`config.mk`:
```
export PLATFORM = sky130hd
export DESIGN_NAME = bounding_sphere_merge
export DESIGN_NICKNAME = d
export VERILOG_FILES = /design/src/design/bsm_pkg.sv /design/src/design/bsm_serial_mul.sv /design/src/design/bounding_sphere_merge.sv
export SDC_FILE = /design/constraint.sdc
export NUM_CORES = 2
export LEC_CHECK = 0
export BUFFER_PORTS_ARGS = -buffer_cell sky130_fd_sc_hd__buf_2
export CAP_MARGIN = 20
export CELL_PAD_IN_SITES_DETAIL_PLACEMENT = 2
export CELL_PAD_IN_SITES_GLOBAL_PLACEMENT = 2
export CORE_UTILIZATION = 30
export DETAILED_ROUTE_END_ITERATION = 10
export PLACE_DENSITY = 0.66
export SKIP_LAST_GASP = 1
export SYNTH_ARGS = -nofsm -noshare
export SYNTH_HDL_FRONTEND = slang
export SYNTH_SLANG_ARGS = --single-unit
```
`constraint.sdc`:
```
create_clock -name clock -period 17.1 [get_ports clock]
set_input_delay 0.855 -clock clock [delete_from_list [all_inputs] [get_ports clock]]
set_output_delay 0.855 -clock clock [all_outputs]
set_load 0.03 [all_outputs]
```
`src/design/bsm_pkg.sv`:
```
// Package for the bounding sphere merge block: payload structs, widths and the state encoding.
// No dependencies.
package bsm_pkg;

   localparam int CoordWidth  = 32;
   localparam int RadiusWidth = 31;
   localparam int MinDistWidth = 16;

   typedef struct packed {
      logic signed [CoordWidth-1:0] center_x;
      logic signed [CoordWidth-1:0] center_y;
      logic signed [CoordWidth-1:0] center_z;
      logic [RadiusWidth-1:0]       sphere_radius;
   } req_word_type;

   typedef struct packed {
      logic signed [CoordWidth-1:0] merged_x;
      logic signed [CoordWidth-1:0] merged_y;
      logic signed [CoordWidth-1:0] merged_z;
      logic [RadiusWidth-1:0]       merged_radius;
   } rsp_word_type;

   typedef enum logic [8:0] {
      ST_IDLE  = 9'b000000001,
      ST_SQX   = 9'b000000010,
      ST_SQY   = 9'b000000100,
      ST_SQZ   = 9'b000001000,
      ST_TEST  = 9'b000010000,
      ST_SQRT  = 9'b000100000,
      ST_DIV   = 9'b001000000,
      ST_SCALE = 9'b010000000,
      ST_DONE  = 9'b100000000
   } state_type;

endpackage

```
`src/design/bsm_serial_mul.sv`:
```
// Bit-serial 33 x 33 unsigned multiplier, one multiplier bit per cycle.
// Uses bsm_pkg only for the house conventions; no submodules.
module bsm_serial_mul
   import bsm_pkg::*;
(
   input  logic        clock,
   input  logic        reset,
   input  logic        start,
   input  logic [32:0] op_a,
   input  logic [32:0] op_b,
   output logic        done,
   output logic [65:0] product
);

   logic [65:0] acc_ff, acc_in;
   logic [65:0] mcand_ff, mcand_in;
   logic [32:0] mplier_ff, mplier_in;
   logic [5:0]  count_ff, count_in;
   logic        busy_ff, busy_in;
   logic        done_ff, done_in;

   always_comb begin
      acc_in    = acc_ff;
      mcand_in  = mcand_ff;
      mplier_in = mplier_ff;
      count_in  = count_ff;
      busy_in   = busy_ff;
      done_in   = 1'b0;
      if (start) begin
         acc_in    = '0;
         mcand_in  = {33'd0, op_a};
         mplier_in = op_b;
         count_in  = 6'd33;
         busy_in   = 1'b1;
      end else if (busy_ff) begin
         if (mplier_ff[0]) acc_in = acc_ff + mcand_ff;
         mcand_in  = mcand_ff << 1;
         mplier_in = mplier_ff >> 1;
         count_in  = count_ff - 6'd1;
         if (count_ff == 6'd1) begin
            busy_in = 1'b0;
            done_in = 1'b1;
         end
      end
   end

   always_ff @(posedge clock) begin
      if (reset) begin
         busy_ff  <= 1'b0;
         done_ff  <= 1'b0;
         count_ff <= '0;
      end else begin
         busy_ff  <= busy_in;
         done_ff  <= done_in;
         count_ff <= count_in;
      end
      acc_ff    <= acc_in;
      mcand_ff  <= mcand_in;
      mplier_ff <= mplier_in;
   end

   assign done    = done_ff;
   assign product = acc_ff;

endmodule

```
`src/design/bounding_sphere_merge.sv`:
```
// Top level of the bounding sphere merge block: sequencer, serial sqrt and divide.
// Depends on bsm_pkg and bsm_serial_mul.
//
//  channel  direction  ports
//  req      in         req_valid, req_ready, req_data
//  rsp      out        rsp_valid, rsp_ready, rsp_data
//  csr      in         csr_write, csr_wdata (min_distance)
//
// One word at a time. Each square runs on the serial multiplier (start,
// multiplier bits, done), the square root yields one result bit per step, then
// come the ratio by serial divide and each axis shift on the multiplier.
// rsp_valid rises soonest when one sphere holds the other, later without a
// shift, latest with one. Reset is synchronous and clears the kept sphere. A
// stalled rsp holds the result; the next req word is taken only once it has left.
module bounding_sphere_merge
   import bsm_pkg::*;
(
   input  logic         clock,
   input  logic         reset,
   input  logic         req_valid,
   output logic         req_ready,
   input  req_word_type req_data,
   output logic         rsp_valid,
   input  logic         rsp_ready,
   output rsp_word_type rsp_data,
   input  logic         csr_write,
   input  logic [MinDistWidth-1:0] csr_wdata
);

   state_type state_ff, state_in;
   logic signed [32:0] kx_ff, ky_ff, kz_ff, kx_in, ky_in, kz_in;
   logic [30:0] kr_ff, kr_in;
   logic signed [32:0] nx_ff, ny_ff, nz_ff, nx_in, ny_in, nz_in;
   logic [30:0] nr_ff, nr_in;
   logic [65:0] ssum_ff, ssum_in;
   logic [65:0] rem_ff, rem_in;       // sqrt remainder / divide remainder
   logic [32:0] root_ff, root_in;     // sqrt result, then the divisor of the ratio
   logic [32:0] quo_ff, quo_in;
   logic [33:0] rsum_ff, rsum_in;
   logic [5:0]  cnt_ff, cnt_in;
   logic [1:0]  axis_ff, axis_in;
   logic        mstart_ff, mstart_in;
   logic [MinDistWidth-1:0] mind_ff;
   logic        rspv_ff, rspv_in;

   logic        mdone;
   logic [65:0] mprod;
   logic [32:0] ma, mb;
   logic signed [32:0] dsel;
   logic [32:0] dmag;

   always_comb begin
      unique case (axis_ff)
         2'd0:    dsel = kx_ff - nx_ff;
         2'd1:    dsel = ky_ff - ny_ff;
         default: dsel = kz_ff - nz_ff;
      endcase
      dmag = dsel[32] ? 33'(-dsel) : dsel;
      ma   = dmag;
      mb   = (state_ff == ST_SCALE) ? quo_ff : dmag;
   end

   bsm_serial_mul u_mul (
      .clock   (clock),
      .reset   (reset),
      .start   (mstart_ff),
      .op_a    (ma),
      .op_b    (mb),
      .done    (mdone),
      .product (mprod)
   );

   logic [31:0] rdiff;
   logic [65:0] rsq;
   logic [66:0] trial;
   logic [33:0] dtrial;
   logic [33:0] k;
   logic [32:0] shamt;
   logic signed [32:0] shifted;

   function automatic logic signed [32:0] nx_sel();
      unique case (axis_ff)
         2'd0:    return nx_ff;
         2'd1:    return ny_ff;
         default: return nz_ff;
      endcase
   endfunction

   always_comb begin
      rdiff = (kr_ff >= nr_ff) ? 32'(kr_ff - nr_ff) : 32'(nr_ff - kr_ff);
      rsq   = 66'(rdiff) * 66'(rdiff);
      // restoring sqrt on two bits of the radicand per step
      trial = {rem_ff[64:0], ssum_ff[65:64]} - {32'd0, root_ff, 2'b01};
      dtrial = {rem_ff[32:0], 1'b0} - {1'b0, root_ff};
      k = (rsum_ff >= {3'd0, nr_ff}) ? rsum_ff - {3'd0, nr_ff} : '0;
      shamt = mprod[64:32];
      shifted = dsel[32] ? nx_sel() - $signed(shamt) : nx_sel() + $signed(shamt);
   end

   always_comb begin
      state_in = state_ff;
      kx_in = kx_ff; ky_in = ky_ff; kz_in = kz_ff; kr_in = kr_ff;
      nx_in = nx_ff; ny_in = ny_ff; nz_in = nz_ff; nr_in = nr_ff;
      ssum_in = ssum_ff; rem_in = rem_ff; root_in = root_ff; quo_in = quo_ff;
      rsum_in = rsum_ff; cnt_in = cnt_ff; axis_in = axis_ff;
      mstart_in = 1'b0;
      rspv_in = rspv_ff;
      if (rspv_ff && rsp_ready) rspv_in = 1'b0;
      unique case (state_ff)
         ST_IDLE: begin
            if (req_valid && !rspv_ff) begin
               nx_in = 33'(req_data.center_x);
               ny_in = 33'(req_data.center_y);
               nz_in = 33'(req_data.center_z);
               nr_in = req_data.sphere_radius;
               ssum_in = '0;
               axis_in = 2'd0;
               mstart_in = 1'b1;
               state_in = ST_SQX;
            end
         end
         ST_SQX, ST_SQY, ST_SQZ: begin
            if (mdone) begin
               ssum_in = ssum_ff + mprod;
               if (state_ff == ST_SQZ) begin
                  state_in = ST_TEST;
               end else begin
                  axis_in = axis_ff + 2'd1;
                  mstart_in = 1'b1;
                  state_in = (state_ff == ST_SQX) ? ST_SQY : ST_SQZ;
               end
            end
         end
         ST_TEST: begin
            if (rsq >= ssum_ff) begin
               if (kr_ff < nr_ff) begin
                  kr_in = nr_ff; kx_in = nx_ff; ky_in = ny_ff; kz_in = nz_ff;
               end
               state_in = ST_DONE;
            end else begin
               rem_in = '0; root_in = '0; cnt_in = 6'd33;
               state_in = ST_SQRT;
            end
         end
         ST_SQRT: begin
            ssum_in = ssum_ff << 2;
            if (!trial[66]) begin
               rem_in  = trial[65:0];
               root_in = {root_ff[31:0], 1'b1};
            end else begin
               rem_in  = {rem_ff[63:0], ssum_ff[65:64]};
               root_in = {root_ff[31:0], 1'b0};
            end
            cnt_in = cnt_ff - 6'd1;
            if (cnt_ff == 6'd1) begin
               rsum_in = (34'(root_in) + 34'(nr_ff) + 34'(kr_ff)) >> 1;
               kr_in = (rsum_in > 34'h7FFFFFFF) ? 31'h7FFFFFFF : rsum_in[30:0];
               // keep the old centre through the shift, it sets the deltas
               if (root_in > 33'(mind_ff)) begin
                  state_in = ST_DIV;
               end else begin
                  kx_in = nx_ff; ky_in = ny_ff; kz_in = nz_ff;
                  state_in = ST_DONE;
               end
            end
         end
         ST_DIV: begin
            // first step saturates the ratio or loads k; root_ff is the divisor
            if (cnt_ff == 6'd0) begin
               if ({1'b0, k} >= {2'b0, root_ff}) begin
                  quo_in = 33'h100000000;
                  axis_in = 2'd0; mstart_in = 1'b1; state_in = ST_SCALE;
               end else begin
                  rem_in = {32'd0, k}; quo_in = '0; cnt_in = 6'd32;
               end
            end else begin
               if (!dtrial[33]) begin
                  rem_in = {32'd0, dtrial};
                  quo_in = {quo_ff[31:0], 1'b1};
               end else begin
                  rem_in = {31'd0, rem_ff[33:0], 1'b0};
                  quo_in = {quo_ff[31:0], 1'b0};
               end
               cnt_in = cnt_ff - 6'd1;
               if (cnt_ff == 6'd1) begin
                  axis_in = 2'd0; mstart_in = 1'b1; state_in = ST_SCALE;
                  cnt_in = 6'd63;
               end
            end
         end
         ST_SCALE: begin
            if (mdone) begin
               unique case (axis_ff)
                  2'd0:    kx_in = shifted;
                  2'd1:    ky_in = shifted;
                  default: kz_in = shifted;
               endcase
               if (axis_ff == 2'd2) begin
                  state_in = ST_DONE;
               end else begin
                  axis_in = axis_ff + 2'd1;
                  mstart_in = 1'b1;
               end
            end
         end
         ST_DONE: begin
            rspv_in = 1'b1;
            state_in = ST_IDLE;
         end
         default: state_in = ST_IDLE;
      endcase
   end

   always_ff @(posedge clock) begin
      if (reset) begin
         state_ff <= ST_IDLE;
         kx_ff <= '0; ky_ff <= '0; kz_ff <= '0; kr_ff <= '0;
         mind_ff <= MinDistWidth'(1);
         rspv_ff <= 1'b0;
         mstart_ff <= 1'b0;
         cnt_ff <= '0;
         axis_ff <= '0;
      end else begin
         state_ff <= state_in;
         kx_ff <= kx_in; ky_ff <= ky_in; kz_ff <= kz_in; kr_ff <= kr_in;
         if (csr_write) mind_ff <= csr_wdata;
         rspv_ff <= rspv_in;
         mstart_ff <= mstart_in;
         cnt_ff <= (state_ff == ST_SQRT && cnt_ff == 6'd1) ? 6'd0 : cnt_in;
         axis_ff <= axis_in;
      end
      nx_ff <= nx_in; ny_ff <= ny_in; nz_ff <= nz_in; nr_ff <= nr_in;
      ssum_ff <= ssum_in; rem_ff <= rem_in; root_ff <= root_in; quo_ff <= quo_in;
      rsum_ff <= rsum_in;
   end

   assign req_ready = (state_ff == ST_IDLE) && !rspv_ff;
   assign rsp_valid = rspv_ff;
   assign rsp_data.merged_x = kx_ff[31:0];
   assign rsp_data.merged_y = ky_ff[31:0];
   assign rsp_data.merged_z = kz_ff[31:0];
   assign rsp_data.merged_radius = kr_ff;

endmodule

```
# After elaboration in Yosys (flattened, before gate mapping)
# Index checks and enable logic that the tools add are counted.
# word_totals
output_inout_bits	129
wordCells	212
ff_bits	695
input_bits	148
# op_classes
n_bitwise	1
n_addsub	18
n_mul	1
n_mux	97
n_eq_ne	30
reduce_logical	31
magnitude_cmp	7
# ops
cell	n
$mux 33	29
$pmux 33 s3	3
$mux 65	4
$pmux 33 s2	3
$pmux 66 s3	1
$pmux 65 s3	1
$add 66x66->66	2
$mux 66	2
$mux 31	4
$sub 33x32->33	3
$mux 9	10
$sub 67x35->67	1
$ge 64x66->1	1
$mul 32x32->64	1
$sub 31x31->32	2
$pmux 31 s2	1
$pmux 9 s6	1
$mux 6	6
$mux 35	1
$add 33x31->34	1
$add 34x31->34	1
$ge 34x33->1	1
$mux 34	1
$sub 33x31->34	1
other kinds (49)	104

# Logic depth before layout (Yosys ltp)
# logic_depth
word_depth	9
ltp_mapped	65
mapped_depth_nobuf	58

# Hierarchy
# From an unflattened synthesis, not the netlist that was laid out.
# unflattened
cells_unflattened	10031
area_unflattened_um2	87223.7
# modules_own_cells
module	seq_area_each_um2	cells_per_inst	instances	area_per_inst_um2
bounding_sphere_merge	14023.4	8858	1	76522.1
bsm_serial_mul	4124.0	1173	1	10701.5

# Worst setup path before layout
# OpenSTA, ideal clock, no wires.
# synth_timing
path_type	reg-to-reg
startpoint	register kr_ff[18]
endpoint	register cnt_ff[0]
required_ns	16.752
arrival_time_ns	16.357
path_buffers	7
setup_slack_ns	0.394
setup_ns	0.348
period_less_slack_ns	16.706
stages_incl_launch_ff	57
path_cell_list	dfxtp_1 -> inv_1 -> ha_1 -> clkbuf_1 -> nand4_1 -> nor4_1 -> o221a_2 -> o21ai_0 -> nand2b_1 -> clkbuf_1 -> clkbuf_1 -> buf_2 -> buf_1 -> mux2i_1 -> inv_1 -> a31oi_1 -> xnor2_1 -> clkbuf_1 -> (+21 left out) -> o21ai_0 -> nand2b_1 -> a21oi_1 -> xnor2_1 -> ha_1 -> a21o_1 -> a21o_1 -> a221o_1 -> a21o_1 -> a21oi_1 -> o221a_2 -> nor2_1 -> a21oi_1 -> o21ai_0 -> and2_1 -> a21oi_1 -> a21boi_1 -> a2111oi_0
# synth_via
elab_chain_cells	6
word_cells_on_any_way	8
cone_classes	add/sub: 2; mul: 1; order compare: 2; eq/ne: 1; mux: 1; reduce/logical: 1
# synth_rtl
item	line	rtl
start, declared	bounding_sphere_merge.sv:32	logic [30:0] kr_ff, kr_in;
start signal, assigned	bounding_sphere_merge.sv:225	kx_ff <= kx_in; ky_ff <= ky_in; kz_ff <= kz_in; kr_ff <= kr_in;
$sub 31x31->32 or $ge 31x31->1 (tied branches)	bounding_sphere_merge.sv:90	rdiff = (kr_ff >= nr_ff) ? 32'(kr_ff - nr_ff) : 32'(nr_ff - kr_ff);
$mux 32 *	bounding_sphere_merge.sv:90	
$mul 32x32->64 *	bounding_sphere_merge.sv:91	rsq = 66'(rdiff) * 66'(rdiff);
$ge 64x66->1 *	bounding_sphere_merge.sv:135	if (rsq >= ssum_ff) begin
$ne 2x2->1 (no line) *	-	
$reduce_and 3->1 (no line) *	-	
end signal, assigned	bounding_sphere_merge.sv:229	cnt_ff <= (state_ff == ST_SQRT && cnt_ff == 6'd1) ? 6'd0 : cnt_in;
end, declared	bounding_sphere_merge.sv:40	logic [5:0] cnt_ff, cnt_in;
# Mark *: on every way between the ends. The rest lies on a longest branch, timed or not.
# A chain may end at the register's enable or synchronous reset.

# Worst setup path after layout
# layout_timing
startpoint	register nr_ff[1]
endpoint	register kz_ff[2]
# layout_via
elab_chain_cells	6
word_cells_on_any_way	10
cone_classes	add/sub: 2; mul: 1; order compare: 3; eq/ne: 2; mux: 1; reduce/logical: 1
# layout_rtl
item	line	rtl
start, declared	bounding_sphere_merge.sv:34	logic [30:0] nr_ff, nr_in;
start signal, assigned	bounding_sphere_merge.sv:232	nx_ff <= nx_in; ny_ff <= ny_in; nz_ff <= nz_in; nr_ff <= nr_in;
$sub 31x31->32 or $ge 31x31->1 (tied branches)	bounding_sphere_merge.sv:90	
$mux 32	bounding_sphere_merge.sv:90	
$mul 32x32->64	bounding_sphere_merge.sv:91	
$ge 64x66->1	bounding_sphere_merge.sv:135	
$ne 2x2->1 (no line)	-	
$reduce_and 7->1 (no line) *	-	
end signal, assigned	bounding_sphere_merge.sv:225	
end, declared	bounding_sphere_merge.sv:31	logic signed [32:0] kx_ff, ky_ff, kz_ff, kx_in, ky_in, kz_in;
# Marks and branches as above.

==> metrics.csv <==
metric,value,unit
status,finished clean,
yosys_most_used_dff,edfxtp_1,
finalWirelength,338.2,mm
die_x,535.5,um
synth_common_cells,"inv_1 (1424), nor2_1 (901), fa_1 (856), ha_1 (843), nand2_1 (817)",
synth-seq-cells,695,
hold_buffers,0,
drive_gt1_share,7.178,%
route.detailed.drc,0,
syn-num-nets,11620,
port_buffers,276,
maxCapViolCount,0,
synth.most_common_cell,inv_1,
busiest_layer,met2,
worst_slew_pin_slew,1.138,ns
ys_top_cells_by_area,"fa_1 (20%), edfxtp_1 (15%), ha_1 (12%)",
cp-start-kind,register,
met1_usage,31.42,%
synth_top_area_share,20.07,%
synth_cells,9772,
initial_utilization,30.22,%
cp.required,17.71,ns
post_cts_buffers,0,
arrival,16.71,ns
cts-root-buf,clkbuf_16,
io_pins,277,
cp-end-kind,register,
die_h,535.5,um
fin_skew,0.05443,ns
vias,72250,
ys_seq_area_share,21.26,%
path_clk_slew,0.07,ns
synth_edf_count,423,
crit_top_cell,fa_1,
clk_latency,0.72,ns
final_area,93820,um2
numCtsBuffers,85,
track_usage,23.35,%
antenna_found_initial,6,
place_congestion,0.9110,
maxSlewViolCount,0,
grt_pass1_vias,80610,
ys_types,92,
dr.pass1.iters,7,
ant_nets,0,
dieArea,286700,um2
cts.sinks,695,
rsz0062_at_grt,false,
post-route-min-period,16.10,ns
avgSynthCellArea,8.737,um2
areaGrowthSynthToFinish,9.891,%
hp-class,in -> reg,
overflow,0,
critical_path_class,reg -> reg,
synth_warnings,0,
setup_viol,0,
slowest_delay,0.62,ns
cts-resized-gates,0,
met3_usage,1.859,%
grt_start_max_net_pins,140,
core_area,282500,um2
wire_per_inst,24.80,um
h-tree-depth,3,
yosysTopAreaCell,fa_1,
timing_hold_violations_final,0,
slew-limit-headroom,24.06,%
dp_slack,1.093,ns
fin_ws,1.001,ns
viasPerCell,5.298,
place_hpwl,276.0,mm
post_dp_cell_area,90900,um2
drt_iter0_drc,3615,
fin_crit_sh,94.14,%
grt_first_pass_wirelength,512.5,mm
cts_tree,yes,
met2_usage,39.38,%
clk_path_buf_depth,3,
nets,11670,
rows,195,
synth_area,85380,um2
fmax,62.12,MHz
r2r_setup_slack,1.00,ns
cp_max_fo,23,
async_flop_share,0,%
cp_slowest_cell,a21oi_4,
tns,0,ns
-- worst paths after layout --
check | startpoint | end | cells after the start
worst max-delay path | nr_ff[1] | kz_ff[2] | 52
worst min-delay path | req_data[34] | nz_ff[3] | 1
worst max register to register | nr_ff[1] | kz_ff[2] | 52
worst min register to register | u_mul.product[17] | u_mul.product[17] | 2
-- cell families (layout without fill, tap and decap cells) --
group,Yosys count,in the layout,share of synthesized area (%)
simple gates,2542,2542,13.49
compound gates,2310,2310,17.32
buf+inv,1891,2010,8.746
fa+ha+maj,1699,1699,32.43
flops,695,695,21.26
xor+xnor,505,505,5.180
mux,130,130,1.578
other cells,0,2,0
-- cell type report --
class / count / area, um2
fillers: 31730 / 188700
inverters: 1431 / 5371
well taps: 3743 / 4683
flip-flops and latches: 695 / 18150
diodes: 2 / 5.005
multi-input cells: 7186 / 60140
clock inverters: 45 / 485.5
repair buffers: 421 / 2569
clock buffers: 113 / 2415
-- sequential cells by signal (all words and copies together) (netlist names), 9 cells and up --
name             count
u_mul.mcand_ff      66
nz_ff               32
nx_ff               32
state_ff             9
u_mul.mplier_ff     33
quo_ff              33
ny_ff               32
kz_ff               33
ssum_ff             66
root_ff             33
nr_ff               31
rsum_ff             33
rem_ff              65
mind_ff             16
ky_ff               33
kr_ff               31
kx_ff               33
u_mul.product       66
-- per-stage QoR --
stage | hold slack [ns] | util (%) | cells
global route | 0.2757 | 33.21 | 13640
detailed placement | 0.4844 | 32.17 | 13480
floorplan | 0.4529 | - | 9772
global placement | 0.4781 | 32.17 | 13470
finish | 0.3068 | 33.21 | 13640
CTS | 0.2505 | 33.20 | 13630
-- layout by cell type (no fill, tap or decap), drive strengths merged, types with 31 or more instances in the layout --
cell type	Yosys	final
and3	58	58
buf	133	420
a22oi	40	40
clkinv	6	31
mux2i	93	93
o21a	70	70
edfxtp	423	423
nor3	132	132
o21ai	403	403
o21bai	78	78
a21oi	722	722
clkbuf	327	113
nor2b	75	75
o31ai	40	40
o32ai	39	39
nand2b	76	76
nand4	96	96
nand3	113	113
mux2	37	37
fa	856	856
or3	56	56
nor4	31	31
nand2	817	817
o22ai	50	50
a211oi	142	142
nor2	901	901
dfxtp	272	272
and2	73	73
ha	843	843
o211ai	42	42
inv	1425	1432
xnor2	313	313
xor2	192	192
a21o	329	329
a31oi	93	93
-- metal layers --
layer	vias to the layer above	wire, um
li1	33170	-
met1	37460	155200
met2	1243	159700
met3	379	10990
met4	0	12270
met5	-	0
-- critical path, delay by kind of cell (launching register included) --
kind,cells,cell delay [ns]
mux,1,0.53
compound gates,19,5.24
flops,1,0.46
simple gates,11,2.28
fa+ha+maj,11,5.23
buf+inv,8,1.73
xor+xnor,2,0.48
Power is left out: the tool's default activity adds up to more than one toggle a clock period on the data nets, which glitch-free logic cannot reach.
